File: src/sv/mer_pkg.sv
// Shared types and constants of the midpoint ellipse rasterizer.
`timescale 1ns / 1ps
package mer_pkg;

  localparam int CENTER_W  = 12;
  localparam int RADIUS_W  = 11;
  localparam int CFG_W     = 12;
  localparam int CFG_IDX_W = 2;
  localparam int OUT_W     = 14;
  localparam int POS_X_W   = 12;
  localparam int POS_Y_W   = 13;
  localparam int WIDE_W    = 48;
  localparam int SQ_W      = 2 * RADIUS_W;
  localparam int MUL_W     = 26;
  localparam int PROD_W    = 2 * MUL_W;
  localparam int ACC_W     = PROD_W + 2;

  localparam logic [CFG_IDX_W-1:0] CFG_CENTER_X = 2'd0;
  localparam logic [CFG_IDX_W-1:0] CFG_CENTER_Y = 2'd1;
  localparam logic [CFG_IDX_W-1:0] CFG_RADIUS_X = 2'd2;
  localparam logic [CFG_IDX_W-1:0] CFG_RADIUS_Y = 2'd3;

  localparam logic [1:0] QUAD_FIRST = 2'd0;
  localparam logic [1:0] QUAD_LAST  = 2'd3;

  typedef enum logic [4:0] {
    ST_IDLE,
    ST_RX2,
    ST_RY2,
    ST_RXRY,
    ST_INIT,
    ST_CHECK,
    ST_TX,
    ST_TY,
    ST_TA,
    ST_TB,
    ST_TC,
    ST_TD,
    ST_TEST,
    ST_MOVE,
    ST_TERM,
    ST_ACC,
    ST_EMIT
  } state_t;

  typedef enum logic [4:0] {
    OP_NOP,
    OP_TAKE,
    OP_SQ_RX,
    OP_SQ_RY,
    OP_RX2_RY,
    OP_INIT,
    OP_SQ_TX,
    OP_SQ_TY,
    OP_MUL_A,
    OP_MUL_B,
    OP_MUL_C,
    OP_SWITCH,
    OP_FINISH,
    OP_MOVE,
    OP_TERM,
    OP_ACC,
    OP_LOAD_PT
  } dp_op_t;

  typedef struct packed {
    dp_op_t     op;
    logic [1:0] quad;
  } dp_cmd_t;

  typedef struct packed {
    logic finished;
    logic switch_req;
    logic y_neg;
  } dp_sts_t;

endpackage

File: src/sv/mer_ctrl.sv
// Sequencing state machine of the midpoint ellipse rasterizer.
`timescale 1ns / 1ps
module mer_ctrl (
  input  logic             clk,
  input  logic             rst_n,
  input  logic             in_valid,
  output logic             in_ready,
  output logic             out_valid,
  input  logic             out_ready,
  input  mer_pkg::dp_sts_t sts,
  output mer_pkg::dp_cmd_t cmd
);

  mer_pkg::state_t state_r, state_nxt;
  logic [1:0]      quad_r, quad_nxt;

  always_ff @(posedge clk) begin
    if (!rst_n) begin
      state_r <= mer_pkg::ST_IDLE;
      quad_r  <= mer_pkg::QUAD_FIRST;
    end else begin
      state_r <= state_nxt;
      quad_r  <= quad_nxt;
    end
  end

  always_comb begin
    state_nxt = state_r;
    case (state_r)
      mer_pkg::ST_IDLE:  if (in_valid) state_nxt = mer_pkg::ST_RX2;
      mer_pkg::ST_RX2:   state_nxt = mer_pkg::ST_RY2;
      mer_pkg::ST_RY2:   state_nxt = mer_pkg::ST_RXRY;
      mer_pkg::ST_RXRY:  state_nxt = mer_pkg::ST_INIT;
      mer_pkg::ST_INIT:  state_nxt = mer_pkg::ST_CHECK;
      mer_pkg::ST_CHECK: begin
        if (sts.finished)        state_nxt = mer_pkg::ST_IDLE;
        else if (sts.switch_req) state_nxt = mer_pkg::ST_TX;
        else                     state_nxt = mer_pkg::ST_TEST;
      end
      mer_pkg::ST_TX:    state_nxt = mer_pkg::ST_TY;
      mer_pkg::ST_TY:    state_nxt = mer_pkg::ST_TA;
      mer_pkg::ST_TA:    state_nxt = mer_pkg::ST_TB;
      mer_pkg::ST_TB:    state_nxt = mer_pkg::ST_TC;
      mer_pkg::ST_TC:    state_nxt = mer_pkg::ST_TD;
      mer_pkg::ST_TD:    state_nxt = mer_pkg::ST_TEST;
      mer_pkg::ST_TEST:  state_nxt = sts.y_neg ? mer_pkg::ST_IDLE : mer_pkg::ST_MOVE;
      mer_pkg::ST_MOVE:  state_nxt = mer_pkg::ST_TERM;
      mer_pkg::ST_TERM:  state_nxt = mer_pkg::ST_ACC;
      mer_pkg::ST_ACC:   state_nxt = mer_pkg::ST_EMIT;
      mer_pkg::ST_EMIT: begin
        if (out_ready && quad_r == mer_pkg::QUAD_LAST) state_nxt = mer_pkg::ST_IDLE;
      end
      default:           state_nxt = mer_pkg::ST_IDLE;
    endcase
  end

  always_comb begin
    quad_nxt = quad_r;
    case (state_r)
      mer_pkg::ST_ACC:  quad_nxt = mer_pkg::QUAD_FIRST;
      mer_pkg::ST_EMIT: begin
        if (out_ready && quad_r != mer_pkg::QUAD_LAST) quad_nxt = quad_r + 2'd1;
      end
      default:          quad_nxt = quad_r;
    endcase
  end

  always_comb begin
    cmd.op    = mer_pkg::OP_NOP;
    cmd.quad  = quad_nxt;
    in_ready  = 1'b0;
    out_valid = 1'b0;
    case (state_r)
      mer_pkg::ST_IDLE: begin
        in_ready = 1'b1;
        if (in_valid) cmd.op = mer_pkg::OP_TAKE;
      end
      mer_pkg::ST_RX2:  cmd.op = mer_pkg::OP_SQ_RX;
      mer_pkg::ST_RY2:  cmd.op = mer_pkg::OP_SQ_RY;
      mer_pkg::ST_RXRY: cmd.op = mer_pkg::OP_RX2_RY;
      mer_pkg::ST_INIT: cmd.op = mer_pkg::OP_INIT;
      mer_pkg::ST_TX:   cmd.op = mer_pkg::OP_SQ_TX;
      mer_pkg::ST_TY:   cmd.op = mer_pkg::OP_SQ_TY;
      mer_pkg::ST_TA:   cmd.op = mer_pkg::OP_MUL_A;
      mer_pkg::ST_TB:   cmd.op = mer_pkg::OP_MUL_B;
      mer_pkg::ST_TC:   cmd.op = mer_pkg::OP_MUL_C;
      mer_pkg::ST_TD:   cmd.op = mer_pkg::OP_SWITCH;
      mer_pkg::ST_TEST: if (sts.y_neg) cmd.op = mer_pkg::OP_FINISH;
      mer_pkg::ST_MOVE: cmd.op = mer_pkg::OP_MOVE;
      mer_pkg::ST_TERM: cmd.op = mer_pkg::OP_TERM;
      mer_pkg::ST_ACC:  cmd.op = mer_pkg::OP_ACC;
      mer_pkg::ST_EMIT: begin
        out_valid = 1'b1;
        if (out_ready && quad_r != mer_pkg::QUAD_LAST) cmd.op = mer_pkg::OP_LOAD_PT;
      end
      default:          cmd.op = mer_pkg::OP_NOP;
    endcase
  end

  a_no_overlap: assert property (@(posedge clk) disable iff (!rst_n)
    !(in_ready && out_valid))
    else $error("input and result channels active together");

  a_first_point: assert property (@(posedge clk) disable iff (!rst_n)
    state_r == mer_pkg::ST_ACC |=> out_valid && quad_r == mer_pkg::QUAD_FIRST)
    else $error("emission did not start at the first quadrant");

  a_back_idle: assert property (@(posedge clk) disable iff (!rst_n)
    out_valid && out_ready && quad_r == mer_pkg::QUAD_LAST |=> in_ready)
    else $error("not ready after the fourth point");

endmodule

File: src/sv/mer_datapath.sv
// Walk state, shared multiplier and point generation of the ellipse rasterizer.
`timescale 1ns / 1ps
module mer_datapath #(
  parameter int COORD_BITS = 12
) (
  input  logic                                   clk,
  input  logic                                   rst_n,
  input  logic                                   cfg_we,
  input  logic [mer_pkg::CFG_IDX_W-1:0]          cfg_index,
  input  logic [mer_pkg::CFG_W-1:0]              cfg_data,
  input  logic                                   in_restart,
  input  mer_pkg::dp_cmd_t                       cmd,
  output mer_pkg::dp_sts_t                       sts,
  output logic signed [mer_pkg::OUT_W-1:0]       out_point_x,
  output logic signed [mer_pkg::OUT_W-1:0]       out_point_y,
  output logic                                   out_last_of_step,
  output logic                                   out_walk_done
);

  localparam int MASK_BITS = (COORD_BITS < mer_pkg::CENTER_W) ? COORD_BITS : mer_pkg::CENTER_W;
  localparam logic [mer_pkg::CENTER_W-1:0] CMASK =
    mer_pkg::CENTER_W'((64'd1 << MASK_BITS) - 64'd1);
  localparam int WZ = mer_pkg::WIDE_W - mer_pkg::SQ_W;

  logic [mer_pkg::CENTER_W-1:0] center_x_r, center_y_r;
  logic [mer_pkg::RADIUS_W-1:0] radius_x_r, radius_y_r;

  logic                                restart_r;
  logic [mer_pkg::SQ_W-1:0]            rx2_r, ry2_r;
  logic [mer_pkg::MUL_W-1:0]           tsqx_r, tsqy_r;
  logic [mer_pkg::PROD_W-1:0]          mul_p_r;
  logic signed [mer_pkg::ACC_W-1:0]    acc_r;
  logic [mer_pkg::POS_X_W-1:0]         pos_x_r;
  logic signed [mer_pkg::POS_Y_W-1:0]  pos_y_r;
  logic signed [mer_pkg::WIDE_W-1:0]   slope_x_r, slope_y_r, dec_r, term_r;
  logic                                region2_r, finished_r;
  logic                                use_x_r, use_y_r, use_rx_r;
  logic [mer_pkg::POS_X_W-1:0]         ux_r;
  logic [mer_pkg::POS_Y_W-2:0]         uy_r;
  logic signed [mer_pkg::OUT_W-1:0]    pt_x_r, pt_y_r;
  logic                                last_r, done_r;

  logic [mer_pkg::MUL_W-1:0]           mul_a, mul_b;
  logic [mer_pkg::POS_Y_W:0]           ty;
  logic [mer_pkg::POS_Y_W:0]           ty_abs;
  logic signed [mer_pkg::WIDE_W-1:0]   rx2_w, ry2_w, two_rx2, two_ry2, p_w;
  logic signed [mer_pkg::ACC_W-1:0]    p4, acc_diff;
  logic                                dec_neg, dec_pos;
  logic [mer_pkg::CENTER_W-1:0]        cx, cy;
  logic [mer_pkg::OUT_W-1:0]           x_plus, x_minus, y_plus, y_minus;

  assign rx2_w    = {{WZ{1'b0}}, rx2_r};
  assign ry2_w    = {{WZ{1'b0}}, ry2_r};
  assign two_rx2  = rx2_w <<< 1;
  assign two_ry2  = ry2_w <<< 1;
  assign p_w      = mul_p_r[mer_pkg::WIDE_W-1:0];
  assign p4       = {mul_p_r, 2'b00};
  assign acc_diff = acc_r - p4;
  assign dec_neg  = dec_r[mer_pkg::WIDE_W-1];
  assign dec_pos  = !dec_neg && (dec_r != '0);
  assign ty       = {pos_y_r[mer_pkg::POS_Y_W-1], pos_y_r} - 1'b1;
  assign ty_abs   = ty[mer_pkg::POS_Y_W] ? (~ty + 1'b1) : ty;
  assign cx       = center_x_r & CMASK;
  assign cy       = center_y_r & CMASK;
  assign x_plus   = mer_pkg::OUT_W'(cx) + mer_pkg::OUT_W'(ux_r);
  assign x_minus  = mer_pkg::OUT_W'(cx) - mer_pkg::OUT_W'(ux_r);
  assign y_plus   = mer_pkg::OUT_W'(cy) + mer_pkg::OUT_W'(uy_r);
  assign y_minus  = mer_pkg::OUT_W'(cy) - mer_pkg::OUT_W'(uy_r);

  always_comb begin
    mul_a = '0;
    mul_b = '0;
    case (cmd.op)
      mer_pkg::OP_SQ_RX: begin
        mul_a = mer_pkg::MUL_W'(radius_x_r);
        mul_b = mer_pkg::MUL_W'(radius_x_r);
      end
      mer_pkg::OP_SQ_RY: begin
        mul_a = mer_pkg::MUL_W'(radius_y_r);
        mul_b = mer_pkg::MUL_W'(radius_y_r);
      end
      mer_pkg::OP_RX2_RY: begin
        mul_a = mer_pkg::MUL_W'(rx2_r);
        mul_b = mer_pkg::MUL_W'(radius_y_r);
      end
      mer_pkg::OP_SQ_TX: begin
        mul_a = mer_pkg::MUL_W'({pos_x_r, 1'b1});
        mul_b = mer_pkg::MUL_W'({pos_x_r, 1'b1});
      end
      mer_pkg::OP_SQ_TY: begin
        mul_a = mer_pkg::MUL_W'(ty_abs);
        mul_b = mer_pkg::MUL_W'(ty_abs);
      end
      mer_pkg::OP_MUL_A: begin
        mul_a = mer_pkg::MUL_W'(ry2_r);
        mul_b = tsqx_r;
      end
      mer_pkg::OP_MUL_B: begin
        mul_a = mer_pkg::MUL_W'(rx2_r);
        mul_b = tsqy_r;
      end
      mer_pkg::OP_MUL_C: begin
        mul_a = mer_pkg::MUL_W'(rx2_r);
        mul_b = mer_pkg::MUL_W'(ry2_r);
      end
      default: begin
        mul_a = '0;
        mul_b = '0;
      end
    endcase
  end

  always_ff @(posedge clk) begin
    if (!rst_n) begin
      center_x_r <= '0;
      center_y_r <= '0;
      radius_x_r <= '0;
      radius_y_r <= '0;
    end else if (cfg_we) begin
      case (cfg_index)
        mer_pkg::CFG_CENTER_X: center_x_r <= cfg_data[mer_pkg::CENTER_W-1:0];
        mer_pkg::CFG_CENTER_Y: center_y_r <= cfg_data[mer_pkg::CENTER_W-1:0];
        mer_pkg::CFG_RADIUS_X: radius_x_r <= cfg_data[mer_pkg::RADIUS_W-1:0];
        mer_pkg::CFG_RADIUS_Y: radius_y_r <= cfg_data[mer_pkg::RADIUS_W-1:0];
        default: ;
      endcase
    end
  end

  always_ff @(posedge clk) begin
    if (!rst_n) begin
      region2_r  <= 1'b0;
      finished_r <= 1'b1;
    end else begin
      case (cmd.op)
        mer_pkg::OP_INIT: begin
          if (restart_r) begin
            region2_r  <= 1'b0;
            finished_r <= 1'b0;
          end
        end
        mer_pkg::OP_SWITCH: region2_r  <= 1'b1;
        mer_pkg::OP_FINISH: finished_r <= 1'b1;
        mer_pkg::OP_TERM: begin
          if (pos_y_r[mer_pkg::POS_Y_W-1]) finished_r <= 1'b1;
        end
        default: ;
      endcase
    end
  end

  always_ff @(posedge clk) begin
    mul_p_r <= mer_pkg::PROD_W'(mul_a) * mer_pkg::PROD_W'(mul_b);
    case (cmd.op)
      mer_pkg::OP_TAKE:   restart_r <= in_restart;
      mer_pkg::OP_SQ_RY:  rx2_r <= mul_p_r[mer_pkg::SQ_W-1:0];
      mer_pkg::OP_RX2_RY: ry2_r <= mul_p_r[mer_pkg::SQ_W-1:0];
      mer_pkg::OP_INIT: begin
        if (restart_r) begin
          pos_x_r   <= '0;
          pos_y_r   <= mer_pkg::POS_Y_W'(radius_y_r);
          slope_x_r <= '0;
          slope_y_r <= p_w <<< 1;
          dec_r     <= (ry2_w <<< 2) - (p_w <<< 2) + rx2_w;
        end
      end
      mer_pkg::OP_SQ_TY:  tsqx_r <= mul_p_r[mer_pkg::MUL_W-1:0];
      mer_pkg::OP_MUL_A:  tsqy_r <= mul_p_r[mer_pkg::MUL_W-1:0];
      mer_pkg::OP_MUL_B:  acc_r  <= {2'b00, mul_p_r};
      mer_pkg::OP_MUL_C:  acc_r  <= acc_r + p4;
      mer_pkg::OP_SWITCH: dec_r  <= acc_diff[mer_pkg::WIDE_W-1:0];
      mer_pkg::OP_MOVE: begin
        ux_r <= pos_x_r;
        uy_r <= pos_y_r[mer_pkg::POS_Y_W-2:0];
        if (!region2_r) begin
          pos_x_r   <= pos_x_r + 1'b1;
          slope_x_r <= slope_x_r + two_ry2;
          use_x_r   <= 1'b1;
          use_rx_r  <= 1'b0;
          if (dec_neg) begin
            use_y_r <= 1'b0;
          end else begin
            pos_y_r   <= pos_y_r - 1'b1;
            slope_y_r <= slope_y_r - two_rx2;
            use_y_r   <= 1'b1;
          end
        end else begin
          pos_y_r   <= pos_y_r - 1'b1;
          slope_y_r <= slope_y_r - two_rx2;
          use_y_r   <= 1'b1;
          use_rx_r  <= 1'b1;
          if (dec_pos) begin
            use_x_r <= 1'b0;
          end else begin
            pos_x_r   <= pos_x_r + 1'b1;
            slope_x_r <= slope_x_r + two_ry2;
            use_x_r   <= 1'b1;
          end
        end
      end
      mer_pkg::OP_TERM: begin
        term_r <= (use_x_r ? slope_x_r : '0) - (use_y_r ? slope_y_r : '0) +
                  (use_rx_r ? rx2_w : ry2_w);
        done_r <= pos_y_r[mer_pkg::POS_Y_W-1];
      end
      mer_pkg::OP_ACC: begin
        dec_r  <= dec_r + (term_r <<< 2);
        pt_x_r <= cmd.quad[0] ? x_minus : x_plus;
        pt_y_r <= cmd.quad[1] ? y_minus : y_plus;
        last_r <= (cmd.quad == mer_pkg::QUAD_LAST);
      end
      mer_pkg::OP_LOAD_PT: begin
        pt_x_r <= cmd.quad[0] ? x_minus : x_plus;
        pt_y_r <= cmd.quad[1] ? y_minus : y_plus;
        last_r <= (cmd.quad == mer_pkg::QUAD_LAST);
      end
      default: ;
    endcase
  end

  assign sts.finished   = finished_r;
  assign sts.switch_req = !region2_r && (slope_x_r >= slope_y_r);
  assign sts.y_neg      = pos_y_r[mer_pkg::POS_Y_W-1];

  assign out_point_x      = pt_x_r;
  assign out_point_y      = pt_y_r;
  assign out_last_of_step = last_r;
  assign out_walk_done    = done_r;

  a_finish_src: assert property (@(posedge clk) disable iff (!rst_n)
    $rose(finished_r) |-> $past(cmd.op) == mer_pkg::OP_TERM ||
                          $past(cmd.op) == mer_pkg::OP_FINISH)
    else $error("walk finished outside the end test");

  a_move_live: assert property (@(posedge clk) disable iff (!rst_n)
    cmd.op == mer_pkg::OP_MOVE |-> !finished_r && !pos_y_r[mer_pkg::POS_Y_W-1])
    else $error("iteration advanced on a finished walk");

  a_switch_once: assert property (@(posedge clk) disable iff (!rst_n)
    cmd.op == mer_pkg::OP_SWITCH |-> !region2_r)
    else $error("region switch requested while already in region two");

endmodule

File: src/sv/midpoint_ellipse_rasterizer_unit.sv
// Top level of the midpoint ellipse rasterizer.
`timescale 1ns / 1ps
// Usage:
//   Write center_x, center_y, radius_x, radius_y through cfg_we/cfg_index/cfg_data
//   (indexes 0..3) while no transaction is in flight. Each input transaction
//   carries in_restart: 1 starts a new walk at the top of the ellipse, 0 advances
//   the current walk by one iteration. A live step returns four result
//   transactions, points (+x,+y), (-x,+y), (+x,-y), (-x,-y) around the center;
//   out_last_of_step marks the fourth and out_walk_done marks the final position.
//   A finished walk returns nothing until restarted.
// Timing:
//   One transaction at a time. A step that emits runs the multiplier sequencing
//   and update after input acceptance, then offers one point per cycle when the
//   receiver never stalls; the next input transaction is taken after the fourth
//   point. The step that enters the second region first reloads the decision,
//   which runs through the single shared 26x26 multiplier. A step that emits
//   nothing raises in_ready again without any result transaction.
//   A receiver stall holds the current point; in_ready stays low until the
//   fourth point is taken.
// Reset:
//   Synchronous, active low: configuration cleared, no walk active.
module midpoint_ellipse_rasterizer_unit #(
  parameter int COORD_BITS = 12
) (
  input  logic                               clk,
  input  logic                               rst_n,
  input  logic                               in_valid,
  output logic                               in_ready,
  input  logic                               in_restart,
  output logic                               out_valid,
  input  logic                               out_ready,
  output logic signed [mer_pkg::OUT_W-1:0]   out_point_x,
  output logic signed [mer_pkg::OUT_W-1:0]   out_point_y,
  output logic                               out_last_of_step,
  output logic                               out_walk_done,
  input  logic                               cfg_we,
  input  logic [mer_pkg::CFG_IDX_W-1:0]      cfg_index,
  input  logic [mer_pkg::CFG_W-1:0]          cfg_data
);

  mer_pkg::dp_cmd_t cmd;
  mer_pkg::dp_sts_t sts;

  mer_ctrl u_ctrl (
    .clk       (clk),
    .rst_n     (rst_n),
    .in_valid  (in_valid),
    .in_ready  (in_ready),
    .out_valid (out_valid),
    .out_ready (out_ready),
    .sts       (sts),
    .cmd       (cmd)
  );

  mer_datapath #(
    .COORD_BITS (COORD_BITS)
  ) u_datapath (
    .clk              (clk),
    .rst_n            (rst_n),
    .cfg_we           (cfg_we),
    .cfg_index        (cfg_index),
    .cfg_data         (cfg_data),
    .in_restart       (in_restart),
    .cmd              (cmd),
    .sts              (sts),
    .out_point_x      (out_point_x),
    .out_point_y      (out_point_y),
    .out_last_of_step (out_last_of_step),
    .out_walk_done    (out_walk_done)
  );

endmodule
File: config.mk
export PLATFORM = sky130hd
export DESIGN_NAME = midpoint_ellipse_rasterizer_unit
export DESIGN_NICKNAME = d
export VERILOG_FILES = /design/src/sv/mer_pkg.sv /design/src/sv/mer_ctrl.sv /design/src/sv/mer_datapath.sv /design/src/sv/midpoint_ellipse_rasterizer_unit.sv
export SDC_FILE = /design/constraint.sdc
export NUM_CORES = 2
export LEC_CHECK = 0
export ABC_AREA = 1
export BUFFER_PORTS_ARGS = -buffer_cell sky130_fd_sc_hd__buf_2
export CAP_MARGIN = 20
export CORE_MARGIN = 2
export CORE_UTILIZATION = 40
export CTS_CLUSTER_DIAMETER = 100
export DETAILED_ROUTE_END_ITERATION = 16
export PLACE_DENSITY = 0.67
export SLEW_MARGIN = 20
export SYNTH_ARGS = -nofsm -noshare
export SYNTH_HDL_FRONTEND = slang
export SYNTH_SLANG_ARGS = --single-unit
File: constraint.sdc
create_clock -name clk -period 8.5 [get_ports clk]
set_clock_uncertainty 0.1 [all_clocks]
set_input_delay 0.425 -clock clk [delete_from_list [all_inputs] [get_ports clk]]
set_output_delay 0.425 -clock clk [all_outputs]
set_load 0.02 [all_outputs]
; Word level (Yosys, flattened, before mapping)
; Cells that the tools add are included.
[word_totals]
register_bits = 526
input_bits = 20
out_inout_bits = 32
word_cells = 170
[classes]
addsub = 18
multipliers = 1
n_lt_le_gt_ge = 1
n_eq_ne = 44
mux = 48
n_bitwise = 1
reduce_logical = 27
[ops]
columns = cell, count
row1 = $mux W48, 7
row2 = $pmux W48 S2, 2
row3 = $pmux W26 S7, 1
row4 = $pmux W48 S3, 1
row5 = $pmux W22 S6, 1
row6 = $pmux W54 S2, 1
row7 = $mux W46, 2
row8 = $pmux W5 S17, 1
row9 = $eq A5 B4 Y1 const B, 16
row10 = $pmux W5 S16, 1
row11 = $add A54 B51 Y54, 1
row12 = $add A48 B23 Y48, 1
row13 = $add A48 B24 Y48, 1
row14 = $add A48 B48 Y48, 1
row15 = $ge A48 B48 Y1, 1
row16 = $mul A22 B26 Y48, 1
row17 = $reduce_bool A48 Y1, 1
row18 = $sub A25 B48 Y48, 1
row19 = $sub A48 B24 Y48, 1
row20 = $sub A48 B48 Y48, 1
row21 = $add A46 B22 Y46, 1
row22 = $sub A46 B46 Y46, 1
row23 = $mux W14, 3
row24 = $eq A5 B3 Y1 const B, 8
row25 = 38 further kinds, 84

; Logic depth before layout (Yosys ltp)
[logic_depth]
depth_word = 8
depth_mapped = 42
depth_no_buf = 41

; Modules after synthesis
; Synthesis repeated with hierarchy kept, for this count alone.
[hier_totals]
hier_cells = 8670
hier_area_um2 = 63596.0
[by_module_without_submodules]
columns = module, n_inst, cells_each, area_per_inst_um2, seq_area_each_um2
row1 = mer_datapath, 1, 8565, 62984.2, 14383.8
row2 = mer_ctrl, 1, 105, 611.8, 140.1

; Worst setup path before layout
; Ideal clock, no wire load.
[synth_timing]
path_type = register to register
start = register u_ctrl.state_r[0]
end = register u_datapath.mul_p_r[33] (netlist bit)
arrival_ps = 7390
path_slack_ps = 888
stages_incl_launch_ff = 35
path_buffers = 2
synth_period_minus_slack_ps = 7612
path_cell_list = dfxtp_1 nand2_1 nor2_1 inv_1 nor2_2 inv_1 nand3_4 buf_12 inv_6 o211ai_4 buf_4 nand2_1 fa_1 inv_1 fa_1 inv_1 fa_1 inv_1 fa_1 inv_1 fa_1 inv_1 fa_1 inv_1 fa_1 inv_1 ha_1 a21o_1 a21boi_0 o21ai_0 nand2_1 nand3_1 nand3_1 nand3_1 xor2_1
[synth_via]
elab_chain_len = 6
[synth_rtl]
columns = element, line
row1 = "start, declared", mer_ctrl.sv:14  ; mer_pkg::state_t state_r, state_nxt;
row2 = "start signal, assigned", mer_ctrl.sv:19  ; state_r <= mer_pkg::ST_IDLE;
row3 = "start signal, assigned", mer_ctrl.sv:22  ; state_r <= state_nxt;
row4 = "$eq A5 B5 Y1, or another cell as far along", mer_ctrl.sv:73  ; case (state_r)
row5 = $pmux W5 S16 *, mer_ctrl.sv:73
row6 = "$eq A5 B3 Y1, or another cell as far along", mer_datapath.sv:73  ; case (cmd.op)
row7 = $reduce_or A3 Y1 (no source line) / $reduce_or A2 Y1 (equally long branches), n/a
row8 = $pmux W22 S6 / $pmux W26 S7 (equally long branches), mer_datapath.sv:73
row9 = $mul A22 B26 Y48 *, mer_datapath.sv:153  ; mul_p_r <= mer_pkg::PROD_W'(mul_a) * mer_pkg::PROD_W'(mul_b);
row10 = "end signal, assigned", mer_datapath.sv:153
row11 = "end, declared", mer_datapath.sv:31  ; logic [mer_pkg::PROD_W-1:0] mul_p_r;
; Every way passes the cells marked *; elsewhere a longest branch is shown, timed or not.
; A chain may end at the register's enable or synchronous reset.

; Worst setup path after layout
[layout_timing]
start = register u_datapath.pos_y_r[2] (netlist bit)
end = register u_datapath.mul_p_r[22] (netlist bit)
[layout_via]
elab_chain_len = 6
[layout_rtl]
columns = element, line
row1 = "start, declared", mer_datapath.sv:34  ; logic signed [mer_pkg::POS_Y_W-1:0] pos_y_r;
row2 = "start signal, assigned", mer_datapath.sv:161  ; pos_y_r <= mer_pkg::POS_Y_W'(radius_y_r);
row3 = "start signal, assigned", mer_datapath.sv:183  ; pos_y_r <= pos_y_r - 1'b1;
row4 = "start signal, assigned", mer_datapath.sv:188  ; pos_y_r <= pos_y_r - 1'b1;
row5 = $sub A13 B2 Y14 *, mer_datapath.sv:61  ; assign ty = {pos_y_r[mer_pkg::POS_Y_W-1], pos_y_r} - 1'b1;
row6 = $not A14 Y14, mer_datapath.sv:62  ; assign ty_abs = ty[mer_pkg::POS_Y_W] ? (~ty + 1'b1) : ty;
row7 = $add A14 B1 Y14, mer_datapath.sv:62
row8 = $mux W14 *, mer_datapath.sv:62
row9 = $pmux W26 S7 / $pmux W22 S6 (equally long branches), mer_datapath.sv:73
row10 = $mul A22 B26 Y48 *, mer_datapath.sv:153
; Marks and branches as above.

==> metrics.yaml <==
layout:
  layout-drive-gt1-share_pct: 5.29
  final_common_cell: "nand2_1"
  stdcell_area_um2: 69900
  fin_nets: 9973
  area_growth_pct: 8.58
  multi_input_area_um2: 42200
  finalNonFillerCells: 11100
  fin_util_pct: 43.6
  final_cell_mix: "nand2_1 (1969), inv_1 (1757), nor2_1 (879), ha_1 (532), fa_1 (528)"
  num-fill-cells: 16600
  seqCellArea_um2: 14500
critical_path:
  critPathMaxFanout: 19
  r2r_slack_ps: 230
  required_ps: 8910
  cp_slowest_cell: "nand2_1"
  reg2reg_depth: 28
  crit_type: "reg -> reg"
  crit_path_end_kind: "flop"
  arrival_ps: 8680
  cpMostUsedCell: "nand2_1"
  cp-start-kind: "flop"
  critPathMaxStageDelay_ps: 530
floorplan:
  core_um2: 160000
  fp.dieW_um: 405
  io_pins: 52
  rows: 147
  die_y_um: 405
  start_util_pct: 40.2
  dieArea_um2: 164000
grt:
  grt_max_degree: 76
  grt.overflow.total: 0
  antenna_found_initial: 16
  grt_pass1_vias: 59600
  grt_use_total_pct: 32.2
  grt_pass1_wl_um: 389000
synthesis:
  async_flop_share_pct: 0
  yosysWarnings: 0
  avgSynthCellArea_um2: 7.30
  synth_area_um2: 64400
  synth_nets: 9897
  synthFlopType: "edfxtp_1"
  synth_area_leaders: "edfxtp_1 (19%), fa_1 (16%), nand2_1 (12%)"
  netlist.area_leader.share_pct: 19.4
  synthDistinctLibCells: 72
  ys_ff_latch: 518
  synth-edff-count: 415
  ys_seq_area_share_pct: 22.6
  syn_inst: 8816
  synth_top_cell_by_area: "edfxtp_1"
timing:
  post-route-min-period_ps: 8270
  worst_slew_pin_slew_ps: 1080
  grt_setup_unrepaired: "true"
  post-route-period-util_pct: 97.3
  relSlewSlack_pct: 28.0
  fmax_ghz: 0.121
  hold_violations: 0
  setup_ws_ps: 231
  slew_viol_final: 0
  setup_viol: 0
hold_path:
  hold_path.class: "in -> reg"
  min_path_cells: 4
pwr:
  power.leakage_nw: 33.4
  power_density_nw_per_um2: 136
  peakVddDrop_v: 0.000135
detailed_routing:
  first_iter_violations: 6458
  routedWlPerCell_um: 24.2
  finalWirelength_um: 269000
  final_antenna_net_count: 0
  drc: 0
  via_per_inst: 5.54
  num_vias: 61600
  drtPass1Iterations: 6
clocking:
  htree_levels: 3
  cts_buffers: 68
  cts.sinks: 518
  tritoncts: "done"
  clock_path_buffers: 3
  clockRootBuffer: "clkbuf_16"
  path_clk_slew_ps: 60
  clk_latency_ps: 690
run_status:
  status: "complete, no violations"
placement:
  hpwl_um: 225000
  place.gp.congestion: 1.04
  dp.cells: 10900
  place_area_um2: 67200
  preCtsSetupSlack_ps: 244
  io_buffers: 51
run:
  max_cap_viol_count: 0
synth_stat cells, types with 7 or more instances:
cell / count
nand2_1: 1973
inv_1: 1760
nor2_1: 884
ha_1: 533
fa_1: 528
o21ai_0: 526
a21oi_1: 525
nand3_1: 492
edfxtp_1: 415
xor2_1: 118
dfxtp_1: 103
nand4_1: 103
nor3_1: 102
clkbuf_1: 86
or2_2: 55
buf_2: 54
o21bai_1: 51
buf_4: 43
nor4_1: 43
xnor2_1: 38
a21o_1: 34
o211ai_1: 31
a31oi_1: 30
a21boi_0: 27
o21a_1: 23
inv_2: 18
o21ai_1: 18
buf_6: 14
nand3b_1: 13
nor2_2: 12
a221oi_1: 11
nand3_2: 11
nand2_2: 10
o22ai_1: 10
a211oi_1: 9
o21ai_2: 9
o221ai_1: 8
and3_1: 7
mux2i_1: 7
o31ai_1: 7
power breakdown:
part           leakage (nW)  total (mW)  internal, mW  switching, mW
logic                  27.7        3.41         0.958           2.46
clock network          1.07        2.96          1.68           1.28
registers              4.61        3.14          2.94          0.193
cells by family (layout without fill, tap and decap cells):
logic type | after synthesis | count (layout) | share of synthesized area [%]
AOI/OAI and AO/OA | 1360 | 1360 | 12.0
xor gates and xnor gates | 158 | 158 | 2.17
adders and majority gates | 1061 | 1061 | 26.8
buffers and inverters | 1983 | 2112 | 12.1
DFF | 518 | 518 | 22.6
muxes | 7 | 7 | 0.109
other | 0 | 4 | 0
and+or+nand+nor | 3729 | 3730 | 24.2
cell type report:
class | count | share of cell area (%)
clock buffer | 85 | 2.63
antenna | 4 | 0.0143
clock inverter | 39 | 0.528
timing repair buffer | 207 | 2.20
inverter | 1781 | 9.58
tap | 2160 | 3.87
multi-input combinational | 6316 | 60.4
sequential | 518 | 20.8
worst max-delay path: cells and delay by family, from the launching register on:
kind,cells,cell delay (ps)
AOI/OAI and AO/OA,2,510
adders and majority gates,8,3530
buffers and inverters,3,170
xor gates and xnor gates,1,480
and+or+nand+nor,14,2790
DFF,1,490
timing repair:
| item | CTS | global route |
|---|---|---|
| endpoints found under the hold margin | 22 | 0 |
| setup buffers | 0 | 16 |
| resized for setup | 0 | 29 |
| setup endpoints to repair | 0 | 27 |
| hold buffers | 15 | 0 |
worst paths after layout:
kind | from | endpoint
worst max-delay path | u_datapath.pos_y_r[2] | u_datapath.mul_p_r[22]
worst min-delay path | cfg_index[0] | u_datapath.radius_x_r[0]
worst max register to register | u_datapath.pos_y_r[2] | u_datapath.mul_p_r[22]
worst min register to register | u_datapath.pos_x_r[3] | u_datapath.ux_r[3]
sequential cells by signal, indices dropped and copies added, names as in the netlist, 5 cells and up:
register,count
u_datapath.ux_r,12
u_datapath.pos_y_r,13
u_datapath.mul_p_r,48
u_datapath.radius_y_r,11
u_datapath.acc_r,48
u_datapath.center_y_r,12
u_datapath.slope_x_r,47
u_datapath.tsqy_r,26
u_datapath.out_point_y,14
u_datapath.tsqx_r,26
u_datapath.uy_r,12
u_datapath.ry2_r,22
u_ctrl.state_r,5
u_datapath.dec_r,48
u_datapath.radius_x_r,11
u_datapath.slope_y_r,47
u_datapath.out_point_x,14
u_datapath.pos_x_r,12
u_datapath.term_r,46
u_datapath.rx2_r,22
u_datapath.center_x_r,12
layer usage:
metal	GRT usage [%]	share of wire (%)	up-vias
met4	13.5	4.8	6
li1	-	-	28300
met2	51.2	45	2743
met5	0	0.013	-
met3	4.67	7.9	495
met1	43.7	42	30100
stage by stage:
| step | setup TNS (ps) | total power, mW | hold WS, ps |
|---|---|---|---|
| CTS | 0 | 9.40 | 152 |
| finish | 0 | 9.51 | 202 |
| floorplan | 0 | 5.12 | 326 |
| global route | -35.4 | 9.88 | 228 |
| detailed placement | 0 | 6.44 | 357 |
| global placement | 0 | 6.43 | 357 |
(Power assumes the default switching activity.)
